### config.mk
export PLATFORM = sky130hd
export DESIGN_NAME = dual_stepper_sequencer_with_homing_unit
export DESIGN_NICKNAME = d
export VERILOG_FILES = /design/src/design/dssh_pkg.sv /design/src/design/dual_stepper_sequencer_with_homing_unit.sv
export SDC_FILE = /design/constraint.sdc
export NUM_CORES = 1
export LEC_CHECK = 0
export BUFFER_PORTS_ARGS = -buffer_cell sky130_fd_sc_hd__buf_2
export CAP_MARGIN = 20
export CORE_MARGIN = 1
export CORE_UTILIZATION = 35
export CTS_CLUSTER_DIAMETER = 30
export DETAILED_ROUTE_END_ITERATION = 10
export PLACE_DENSITY = 0.53
export RECOVER_POWER = 25
export SETUP_SLACK_MARGIN = 0.2
export SLEW_MARGIN = 20
export SYNTH_ARGS = -nofsm -noshare
export SYNTH_HDL_FRONTEND = slang
export SYNTH_SLANG_ARGS = --single-unit
export TNS_END_PERCENT = 30
### constraint.sdc
create_clock -name clk -period 5 [get_ports clk]
set_input_delay 0.75 -clock clk [delete_from_list [all_inputs] [get_ports clk]]
set_output_delay 0.75 -clock clk [all_outputs]
set_load 0.005 [all_outputs]
### src/design/dssh_pkg.sv
// package for the dual stepper sequencer with homing
// holds field widths, command codes, register indexes, reset values and the phase table
// no dependencies
package dssh_pkg;

    localparam int POSITION_BITS_DEF     = 16;
    localparam int SWITCH_COUNT_BITS_DEF = 4;

    // fixed field widths
    localparam int STEP_BITS    = 16;
    localparam int OUT_POS_BITS = 16;
    localparam int DETECT_BITS  = 4;
    localparam int CFG_DATA_BITS  = 16;
    localparam int CFG_INDEX_BITS = 2;
    localparam int IN_DATA_BITS   = 24;
    localparam int OUT_DATA_BITS  = 48;
    localparam int OUT_USED_BITS  = 43;

    localparam int REVERSE_FLOOR = 10;

    typedef enum logic [1:0] {
        CMD_STOP = 2'd0,
        CMD_FWD  = 2'd1,
        CMD_BACK = 2'd2,
        CMD_HOME = 2'd3
    } cmd_t;

    localparam logic [CFG_INDEX_BITS-1:0] REG_MAX_POSITION = 2'd0;
    localparam logic [CFG_INDEX_BITS-1:0] REG_ZERO_OFFSET  = 2'd1;
    localparam logic [CFG_INDEX_BITS-1:0] REG_DETECT_COUNT = 2'd2;

    localparam logic [15:0]            MAX_POSITION_RST = 16'd2000;
    localparam logic [15:0]            ZERO_OFFSET_RST  = 16'd20;
    localparam logic [DETECT_BITS-1:0] DETECT_COUNT_RST = 4'd3;

    // full-step gray sequence 0,1,3,2
    function automatic logic [1:0] gray_phase(input logic [1:0] idx);
        logic [1:0] pat;
        case (idx)
            2'd0:    pat = 2'b00;
            2'd1:    pat = 2'b01;
            2'd2:    pat = 2'b11;
            2'd3:    pat = 2'b10;
            default: pat = 2'b00;
        endcase
        return pat;
    endfunction

endpackage

### src/design/dual_stepper_sequencer_with_homing_unit.sv
// Dual stepper sequencer with homing: two full-step motors served by alternating tick words
// Usage: s_axis words carry ticks (tuser = 0) or command loads (tuser = 1); each accepted
// word produces one m_axis word with both motors' coil enables, phases, commands,
// positions and the home-fail flag as they stand after that word.
// The cfg channel writes max_position (index 0), zero_offset (1) and switch_detect_count
// (2); other indexes are ignored. cfg_ready is always high; write only while idle.
// Path: an accepted word is registered in the input register, worked on by the
// combinational tick and command logic and then registered in the result register,
// from which it shows on m_axis.
// Throughput: one word per cycle while m_axis_tready is high; a tick is one pass of compare
// and counter logic on the served motor's registers, between input and result registers.
// Stall: when m_axis_tready is low the result is held, the input register still fills
// once, and s_axis_tready then drops until the result is taken.
// Reset (rst_n low, asynchronous): both motors stopped at position 0, coils off, phase 0,
// debounce counters cleared, registers at 2000, 20 and 3, first tick serves motor A.
// Depends on dssh_pkg.
module dual_stepper_sequencer_with_homing_unit
    import dssh_pkg::*;
#(
    parameter int POSITION_BITS     = POSITION_BITS_DEF,
    parameter int SWITCH_COUNT_BITS = SWITCH_COUNT_BITS_DEF
)
(
    input  logic                      clk,
    input  logic                      rst_n,
    input  logic                      s_axis_tvalid,
    output logic                      s_axis_tready,
    // motor_select, command[2:1], step_count[18:3], switch_a_level, switch_b_level, pad
    input  logic [IN_DATA_BITS-1:0]   s_axis_tdata,
    // mode
    input  logic                      s_axis_tuser,
    output logic                      m_axis_tvalid,
    input  logic                      m_axis_tready,
    // coil_enable_a, coil_enable_b, phase_a[3:2], phase_b[5:4], state_a[7:6],
    // state_b[9:8], position_a[25:10], position_b[41:26], home_fail[42], pad
    output logic [OUT_DATA_BITS-1:0]  m_axis_tdata,
    input  logic                      cfg_valid,
    output logic                      cfg_ready,
    input  logic [CFG_INDEX_BITS-1:0] cfg_index,
    input  logic [CFG_DATA_BITS-1:0]  cfg_data
);

    localparam int PW = (POSITION_BITS > 16) ? POSITION_BITS : 16;
    localparam int CW = (SWITCH_COUNT_BITS > DETECT_BITS) ? SWITCH_COUNT_BITS : DETECT_BITS;
    localparam logic [SWITCH_COUNT_BITS-1:0] SWC_MAX = {SWITCH_COUNT_BITS{1'b1}};

    // configuration
    logic [15:0]            max_position_reg;
    logic [15:0]            zero_offset_reg;
    logic [DETECT_BITS-1:0] detect_count_reg;

    // input stage
    logic                 in_valid_reg;
    logic                 in_mode_reg;
    logic                 in_sel_reg;
    cmd_t                 in_cmd_reg;
    logic [STEP_BITS-1:0] in_steps_reg;
    logic [1:0]           in_sw_reg;

    // motor state
    logic                         served_reg, served_next;
    cmd_t                         cmd_reg   [2];
    cmd_t                         cmd_next  [2];
    logic [STEP_BITS-1:0]         rem_reg   [2];
    logic [STEP_BITS-1:0]         rem_next  [2];
    logic [POSITION_BITS-1:0]     pos_reg   [2];
    logic [POSITION_BITS-1:0]     pos_next  [2];
    logic [1:0]                   idx_reg   [2];
    logic [1:0]                   idx_next  [2];
    logic [SWITCH_COUNT_BITS-1:0] swc_reg   [2];
    logic [SWITCH_COUNT_BITS-1:0] swc_next  [2];
    logic                         coil_reg  [2];
    logic                         coil_next [2];
    logic [1:0]                   pat_reg   [2];
    logic [1:0]                   pat_next  [2];
    logic                         fail_next;

    // result stage
    logic                     out_valid_reg;
    logic [OUT_DATA_BITS-1:0] out_data_reg;
    logic [OUT_DATA_BITS-1:0] out_data_next;

    logic advance;
    logic in_take;

    assign advance       = in_valid_reg && (!out_valid_reg || m_axis_tready);
    assign s_axis_tready = !in_valid_reg || advance;
    assign in_take       = s_axis_tvalid && s_axis_tready;
    assign m_axis_tvalid = out_valid_reg;
    assign m_axis_tdata  = out_data_reg;
    assign cfg_ready     = 1'b1;

    always_ff @(posedge clk or negedge rst_n)
    begin
        if (!rst_n)
        begin
            max_position_reg <= MAX_POSITION_RST;
            zero_offset_reg  <= ZERO_OFFSET_RST;
            detect_count_reg <= DETECT_COUNT_RST;
        end
        else if (cfg_valid)
        begin
            case (cfg_index)
                REG_MAX_POSITION: max_position_reg <= cfg_data;
                REG_ZERO_OFFSET:  zero_offset_reg  <= cfg_data;
                REG_DETECT_COUNT: detect_count_reg <= cfg_data[DETECT_BITS-1:0];
                default:          ;
            endcase
        end
    end

    always_ff @(posedge clk or negedge rst_n)
    begin
        if (!rst_n)
        begin
            in_valid_reg <= 1'b0;
        end
        else if (in_take)
        begin
            in_valid_reg <= 1'b1;
        end
        else if (advance)
        begin
            in_valid_reg <= 1'b0;
        end
    end

    always_ff @(posedge clk)
    begin
        if (in_take)
        begin
            in_mode_reg  <= s_axis_tuser;
            in_sel_reg   <= s_axis_tdata[0];
            in_cmd_reg   <= cmd_t'(s_axis_tdata[2:1]);
            in_steps_reg <= s_axis_tdata[18:3];
            in_sw_reg    <= s_axis_tdata[20:19];
        end
    end

    always_comb
    begin
        logic                         m;
        cmd_t                         c;
        logic [STEP_BITS-1:0]         r;
        logic [POSITION_BITS-1:0]     p;
        logic [1:0]                   i;
        logic [SWITCH_COUNT_BITS-1:0] s;
        logic                         coil;
        logic [1:0]                   pat;
        logic                         lvl;

        cmd_next    = cmd_reg;
        rem_next    = rem_reg;
        pos_next    = pos_reg;
        idx_next    = idx_reg;
        swc_next    = swc_reg;
        coil_next   = coil_reg;
        pat_next    = pat_reg;
        served_next = served_reg;
        fail_next   = 1'b0;

        m    = ~served_reg;
        c    = cmd_reg[m];
        r    = rem_reg[m];
        p    = pos_reg[m];
        i    = idx_reg[m];
        s    = swc_reg[m];
        coil = coil_reg[m];
        pat  = pat_reg[m];
        lvl  = m ? in_sw_reg[1] : in_sw_reg[0];

        if (advance)
        begin
            if (in_mode_reg)
            begin
                cmd_next[in_sel_reg] = in_cmd_reg;
                rem_next[in_sel_reg] = in_steps_reg;
            end
            else
            begin
                served_next = m;
                case (c)
                    CMD_FWD:
                    begin
                        if (r == '0 || PW'(p) >= PW'(max_position_reg))
                        begin
                            c = CMD_STOP;
                        end
                        else
                        begin
                            coil = 1'b1;
                            pat  = gray_phase(i);
                            i    = i + 2'd1;
                            p    = p + POSITION_BITS'(1);
                            r    = r - STEP_BITS'(1);
                        end
                    end
                    CMD_BACK, CMD_HOME:
                    begin
                        if (c == CMD_BACK && r == '0)
                        begin
                            c = CMD_STOP;
                        end
                        else if (p < POSITION_BITS'(REVERSE_FLOOR))
                        begin
                            c         = CMD_STOP;
                            fail_next = 1'b1;
                        end
                        else
                        begin
                            coil = 1'b1;
                            pat  = gray_phase(i);
                            i    = i - 2'd1;
                            p    = p - POSITION_BITS'(1);
                            if (c == CMD_BACK)
                            begin
                                r = r - STEP_BITS'(1);
                            end
                            // switch is active low; counter saturates at detect count or at its all-ones value
                            if (!lvl)
                            begin
                                if (CW'(s) < CW'(detect_count_reg) && s != SWC_MAX)
                                begin
                                    s = s + SWITCH_COUNT_BITS'(1);
                                end
                            end
                            else if (s != '0)
                            begin
                                s = s - SWITCH_COUNT_BITS'(1);
                            end
                            if (CW'(s) >= CW'(detect_count_reg))
                            begin
                                c = CMD_STOP;
                                p = POSITION_BITS'(zero_offset_reg);
                            end
                        end
                    end
                    default:
                    begin
                        c = CMD_STOP;
                    end
                endcase
                if (c == CMD_STOP)
                begin
                    coil = 1'b0;
                end
                cmd_next[m]  = c;
                rem_next[m]  = r;
                pos_next[m]  = p;
                idx_next[m]  = i;
                swc_next[m]  = s;
                coil_next[m] = coil;
                pat_next[m]  = pat;
            end
        end

        out_data_next = {
            {(OUT_DATA_BITS - OUT_USED_BITS){1'b0}},
            fail_next,
            OUT_POS_BITS'(pos_next[1]),
            OUT_POS_BITS'(pos_next[0]),
            cmd_next[1],
            cmd_next[0],
            pat_next[1],
            pat_next[0],
            coil_next[1],
            coil_next[0]
        };
    end

    always_ff @(posedge clk or negedge rst_n)
    begin
        if (!rst_n)
        begin
            served_reg <= 1'b1;
            for (int k = 0; k < 2; k++)
            begin
                cmd_reg[k]  <= CMD_STOP;
                rem_reg[k]  <= '0;
                pos_reg[k]  <= '0;
                idx_reg[k]  <= '0;
                swc_reg[k]  <= '0;
                coil_reg[k] <= 1'b0;
                pat_reg[k]  <= '0;
            end
        end
        else
        begin
            served_reg <= served_next;
            cmd_reg    <= cmd_next;
            rem_reg    <= rem_next;
            pos_reg    <= pos_next;
            idx_reg    <= idx_next;
            swc_reg    <= swc_next;
            coil_reg   <= coil_next;
            pat_reg    <= pat_next;
        end
    end

    always_ff @(posedge clk or negedge rst_n)
    begin
        if (!rst_n)
        begin
            out_valid_reg <= 1'b0;
        end
        else if (advance)
        begin
            out_valid_reg <= 1'b1;
        end
        else if (m_axis_tready)
        begin
            out_valid_reg <= 1'b0;
        end
    end

    always_ff @(posedge clk)
    begin
        if (advance)
        begin
            out_data_reg <= out_data_next;
        end
    end

`ifndef NO_ASSERTIONS
    // a raised home-fail flag always belongs to a motor that is now stopped
    a_fail_stops: assert property (@(posedge clk) disable iff (!rst_n)
        out_valid_reg && out_data_reg[OUT_USED_BITS-1] |-> cmd_reg[served_reg] == CMD_STOP)
        else $error("home_fail shown while served motor still running");

    // every tick switches to the other motor
    a_alternate: assert property (@(posedge clk) disable iff (!rst_n)
        advance && !in_mode_reg |=> served_reg != $past(served_reg))
        else $error("tick did not alternate motors");

    // a command load leaves the served motor pointer alone
    a_cmd_keeps_served: assert property (@(posedge clk) disable iff (!rst_n)
        advance && in_mode_reg |=> served_reg == $past(served_reg))
        else $error("command word changed served motor");

    // a stalled input word stays in the input register
    a_in_hold: assert property (@(posedge clk) disable iff (!rst_n)
        in_valid_reg && !advance |=> in_valid_reg && $stable(in_steps_reg))
        else $error("input word lost during stall");
`endif

endmodule
==> flow_metrics.tcl, run 1 <==
set metrics [dict create \
    synth_warnings 0 \
    vias 7798 \
    cp_slowest_cell "dfstp_4" \
    syn2layout_area_growth_pct 15.5 \
    slew_violations 56 \
    ctsHoldBuffers 0 \
    gp_congestion 0.899 \
    largest_reg_flops 43 \
    grt_start_max_net_pins 56 \
    cts.path.max_buffers 2 \
    status "finished with violations" \
    drc 0 \
    ir_drop_mv 0.315 \
    htreeDepth 4 \
    endpoint_kind "flip-flop" \
    power_density_mw_per_mm2 631 \
    critPathTopFamily "compound AO/OA/AOI/OAI gates" \
    initial_utilization 0.360 \
    seq_area_frac_synth 0.502 \
    startpoint_type "flip-flop" \
    crit_type "flip-flop to flip-flop" \
    finalCritPeriodShare 0.925 \
    p_leak_uw 0.00486 \
    die_h_um 172 \
    ant_nets 0 \
    cts_root_buf "clkbuf_16" \
    track_usage 0.199 \
    ys_ff_latch 190 \
    synth_compound_gate_area_share 0.157 \
    timing.final.crit_period_ns 4.62 \
    nets 1113 \
    synthAdderAreaFrac 0.0345 \
    rsz0062_at_grt "yes" \
    dieArea_mm2 0.0297 \
    synth_area_per_cell_um2 10.8 \
    dp_hpwl_um 19500 \
    tightest_slew_ns 3.13 \
    finClkSkew_ns 0.0194 \
    core_area_mm2 0.0282 \
    drt-initial-drc-count 518 \
    setup_tns_ns 0 \
    layout-drive-gt1-share 0.250 \
    path_buf_inv 2 \
    critPathMaxStageDelay_ns 0.73 \
    worstPathArrival_ns 4.82 \
    grt_pass1_wl_um 44400 \
    syn_area_mm2 0.0101 \
    violations "max-capacitance violations, max-slew violations" \
    vias_per_cell 5.46 \
    diodes 0 \
    ys_async_sr_fraction 0.658 \
    synthXorXnorAreaFrac 0.0190 \
    min_path_type "input port to flip-flop" \
    cts_inserted_buffers 17 \
    fin_util 0.416 \
    max_cap_viol_count 1 \
    overflow 0 \
    ys.flop_type "dfrtp_1" \
    clk_pin_slew_ns 0.08 \
    grt_pass1_vias 7713 \
    wl_per_cell_um 19.6 \
    port_buffers 89 \
    first_pass_iters 7 \
    ios 99 \
    max_slew_margin -1.09 \
    cts_tree "done" \
    antenna_found_initial 0 \
    path_cells "buf_4, mux2i_2, inv_1, ha_1, and3_1, nand4_1, o32ai_1, nor3_4, a21oi_1, a22oi_1, o21ai_0" \
    yosys.area_share.simple 0.149 \
    wirelength_um 28000 \
    path_max_fanout 30 \
    rows 61 \
    synth_top_family_by_area "compound AO/OA/AOI/OAI gates" \
    hold_viol_final 0 \
    setup_viol 0 \
    synthCells 940 \
    crit_required_ns 5.19 \
    die_w_um 172 \
    worstSkewPairLatency_ns 0.45 \
    cts_sinks 190 \
    synthDistinctLibCells 91 \
    max_freq_mhz 216 \
    synthMuxAreaShare 0.0963 \
    synth-edff-count 65 \
]
[path summary, 6_finish.rpt]
check	start	end	slack (ns)	depth (start not counted)
max reg2reg	served_reg	m_axis_tdata[11]	0.38	11
max in group asynchronous	rst_n	pos_reg[7]	1.56	2
max	served_reg	m_axis_tdata[11]	0.38	11
min reg2reg	idx_reg[2]	idx_reg[2]	0.47	1
min	s_axis_tdata[3]	in_steps_reg[0]	0.47	1
min in group asynchronous	rst_n	detect_count_reg[2]	1.33	1
[layout make-up]
cell class | instances | area, um2
Timing Repair Buffer | 124 | 723
Clock buffer | 18 | 439
Clock inverter | 14 | 126
Fill cell | 2779 | 16400
Tap cell | 378 | 473
Sequential cell | 190 | 5100
Inverter | 36 | 135
Multi-Input combinational cell | 668 | 4720
[what timing repair did]
action / in CTS / in global routing
setup endpoints to repair: 1 / 54
pin swaps: 0 / 2
gates resized for setup: 1 / 3
setup buffers: 0 / 5
[cells in the mapped netlist (all sizes together), types with 12 or more instances]
cell type / instances / area share
xnor2: 14 / 0.012
nor3: 28 / 0.016
dfrtp: 114 / 0.28
buf: 23 / 0.017
mux2: 58 / 0.065
mux2i: 28 / 0.032
a21oi: 35 / 0.017
ha: 28 / 0.035
nand3: 24 / 0.012
inv: 34 / 0.013
clkbuf: 27 / 0.010
nor2: 62 / 0.023
o21ai: 76 / 0.038
edfxtp: 65 / 0.19
nand2: 94 / 0.035
a22oi: 12 / 0.0089
[kinds of logic (layout without fill, tap and decap cells)]
family | after synthesis | in the layout
buf+inv | 86 | 192
compound gates | 234 | 234
fa+ha+maj | 28 | 28
flops | 190 | 190
mux | 86 | 86
simple gates | 292 | 292
other cells | 2 | 6
xor+xnor | 22 | 22
[power breakdown]
group,switching [uW],internal [uW]
combinational,2160,1430
sequential,342,2130
clock,668,670
total,3170,4230
[routing by layer]
layer | vias to the layer above | global-route usage | part of all wire
li1 | 3675 | - | -
met1 | 3852 | 0.277 | 0.47
met2 | 232 | 0.313 | 0.46
met3 | 39 | 0.0325 | 0.046
met4 | 0 | 0.0662 | 0.022
met5 | - | 0 | 0
[through the flow]
| step | power (uW) | setup WS (ns) | std cells | hold slack, ns | instance area (um2) |
|---|---|---|---|---|---|
| 2_1_floorplan | 4850 | 0.215 | 944 | 0.441 | 10200 |
| 5_1_grt | 7920 | 0.172 | 1428 | 0.452 | 11700 |
| 3_3_place_gp | 5900 | 0.273 | 1391 | 0.457 | 11100 |
| 6_report | 7400 | 0.377 | 1428 | 0.466 | 11700 |
| 3_5_place_dp | 5930 | 0.214 | 1391 | 0.462 | 11100 |
| 4_1_cts | 7320 | 0.251 | 1423 | 0.398 | 11700 |
[placed cells by master, fill, tap and decap left out, types with 6 or more instances in the layout]
master,instances
a21o_1,9
a21oi_1,34
a22oi_1,12
a31oi_1,11
a32oi_1,7
and3_1,10
buf_2,86
buf_4,31
clkbuf_16,17
clkinv_4,6
conb_1,6
dfrtp_1,114
dfstp_2,10
edfxtp_1,65
ha_1,28
inv_1,34
mux2_2,56
mux2i_1,20
nand2_1,94
nand2b_1,9
nand3_1,23
nand3b_1,7
nand4_1,9
nor2_1,59
nor3_1,23
nor3b_1,8
nor4_1,6
o21a_1,6
o21ai_0,59
o21ai_1,15
o22ai_1,6
o2bb2ai_1,7
or3_1,6
xnor2_1,14
xor2_1,8
Power figures use the tool's default switching activity.
==> inputs of run 2 (changes only) <==
--- a/config.mk
+++ b/config.mk
@@ -11,7 +11,7 @@
 export CORE_UTILIZATION = 35
 export CTS_CLUSTER_DIAMETER = 30
 export DETAILED_ROUTE_END_ITERATION = 10
-export PLACE_DENSITY = 0.53
+export PLACE_DENSITY = 0.51
 export RECOVER_POWER = 25
 export SETUP_SLACK_MARGIN = 0.2
 export SLEW_MARGIN = 20
==> constraint.sdc (replaced) <==
create_clock -name clk -period 4.9 [get_ports clk]
set_input_delay 0.735 -clock clk [delete_from_list [all_inputs] [get_ports clk]]
set_output_delay 0.735 -clock clk [all_outputs]
set_load 0.005 [all_outputs]
==> run 2 against run 1 <==
The run still ends with max-capacitance violations, max-slew violations left; wire length increased by 1.7%; register-to-register slack got worse by 0.04 ns; global-route usage increased by 0.30 points; critical path depth unchanged; clock skew decreased by 0.0012 ns; non-clock buffer count increased by 18; cell count increased by 1.3%; flip-flop and latch count unchanged; critical path type unchanged; largest cell class unchanged; highest routed layer unchanged.
==> flow_metrics.tcl, run 2 (synthesis results as in run 1) <==
set metrics [dict create \
    status "finished with violations" \
    violations "max-capacitance violations, max-slew violations" \
    max_freq_mhz 219 \
    grt_start_max_net_pins 76 \
    first_pass_iters 5 \
    path_buf_inv 2 \
    ios 99 \
    die_w_um 172 \
    finalCritPeriodShare 0.931 \
    gp_congestion 0.897 \
    p_leak_uw 0.00496 \
    cts_inserted_buffers 17 \
    wl_per_cell_um 19.7 \
    dp_hpwl_um 19800 \
    tightest_slew_ns 3.62 \
    vias_per_cell 5.35 \
    setup_viol 0 \
    ir_drop_mv 0.348 \
    max_cap_viol_count 1 \
    slew_violations 62 \
    endpoint_kind "flip-flop" \
    critPathTopFamily "compound AO/OA/AOI/OAI gates" \
    largest_reg_flops 43 \
    final_common_cell "dfrtp_1" \
    layout_common_cells "114 x dfrtp_1, 93 x nand2_1, 86 x buf_2, 65 x edfxtp_1" \
    crit_required_ns 5.06 \
    nets 1131 \
    min_path_type "input port to flip-flop" \
    crit_type "flip-flop to flip-flop" \
    drc 0 \
    rsz0062_at_grt "yes" \
    ant_nets 0 \
    track_usage 0.202 \
    worstPathArrival_ns 4.72 \
    grt_pass1_wl_um 44600 \
    htreeDepth 4 \
    cts_root_buf "clkbuf_16" \
    rows 61 \
    finClkSkew_ns 0.0182 \
    timing.rr.start "served_reg" \
    initial_utilization 0.360 \
    timing.final.crit_period_ns 4.56 \
    cts.path.max_buffers 2 \
    cp_slowest_cell "dfstp_4" \
    startpoint_type "flip-flop" \
    path_cells "buf_12, mux2i_1, inv_1, ha_1, a2111oi_1, o32ai_2, nor4_2, nand2_1, o21ai_1, a21oi_1, o41ai_1" \
    dieArea_mm2 0.0297 \
    layout-drive-gt1-share 0.261 \
    setup_tns_ns 0 \
    cts_sinks 190 \
    overflow 0 \
    cts_tree "done" \
    grt_pass1_vias 7606 \
    drt-initial-drc-count 541 \
    hold_start "s_axis_tdata[3]" \
    max_slew_margin -1.41 \
    critPathMaxStageDelay_ns 0.70 \
    port_buffers 89 \
    worstSkewPairLatency_ns 0.45 \
    die_h_um 172 \
    hold_viol_final 0 \
    fillCellCount 2780 \
    vias 7738 \
    core_area_mm2 0.0282 \
    clk_pin_slew_ns 0.08 \
    diodes 0 \
    ctsHoldBuffers 0 \
    antenna_found_initial 0 \
    wirelength_um 28500 \
    syn2layout_area_growth_pct 17.5 \
    path_max_fanout 75 \
    crit_path_start "served_reg" \
    power_density_mw_per_mm2 653 \
    hold-worst-slack_ns 0.456 \
]
run 2: report_power, final:
part	internal, uW	switching (uW)	total [uW]
combinational	1590	2250	3840
clock	771	650	1420
sequential	2170	346	2520
run 2: metrics by stage:
step                      area [um2]  setup slack [ns]  utilization  power [uW]  cells
after floorplan                10200             0.203            -        4960    944
after global placement         11200             0.319        0.398        6160   1402
after detailed placement       11200             0.290        0.398        6180   1402
after CTS                      11800             0.247        0.419        7640   1434
after global routing           11900             0.175        0.423        8330   1446
final                          11900             0.339        0.423        7780   1446
run 2: path summary, 6_finish.rpt:
path | endpoint | slack [ns] | cells after the start
setup reg to reg | m_axis_tdata[19] | 0.34 | 11
hold reg to reg | idx_reg[0] | 0.48 | 1
min in group asynchronous | swc_reg[0] | 1.53 | 1
setup / recovery | m_axis_tdata[19] | 0.34 | 11
max in group asynchronous | rem_reg[12] | 1.32 | 1
hold / removal | in_steps_reg[0] | 0.46 | 1
run 2: layout make-up:
type	count	area [um2]	area share
Inverter	36	135	0.0113
Clock inverter	10	101	0.00850
Multi-Input combinational cell	668	4740	0.398
Sequential cell	190	5100	0.428
Tap cell	378	473	0.0397
Clock buffer	22	487	0.0408
Timing Repair Buffer	142	881	0.0739
run 2: repair_timing:
item | CTS | global route
gates resized for setup | 0 | 5
endpoints found under the setup margin | 0 | 68
buffers inserted | 0 | 11
hold endpoints to repair | 0 | 0
run 2: layer usage:
layer,vias to the layer above,share of wire,GRT usage
met5,-,0,0
met4,0,0.029,0.0793
met3,40,0.041,0.0318
met2,196,0.46,0.311
met1,3786,0.47,0.283
li1,3716,-,-
run 2: worst register-to-register path, delay by kind of cell (launching register included):
family | cells | cell delay (ns)
flops | 1 | 0.70
buf+inv | 2 | 0.54
simple gates | 2 | 0.57
fa+ha+maj | 1 | 0.31
mux | 1 | 0.44
compound gates | 5 | 1.72
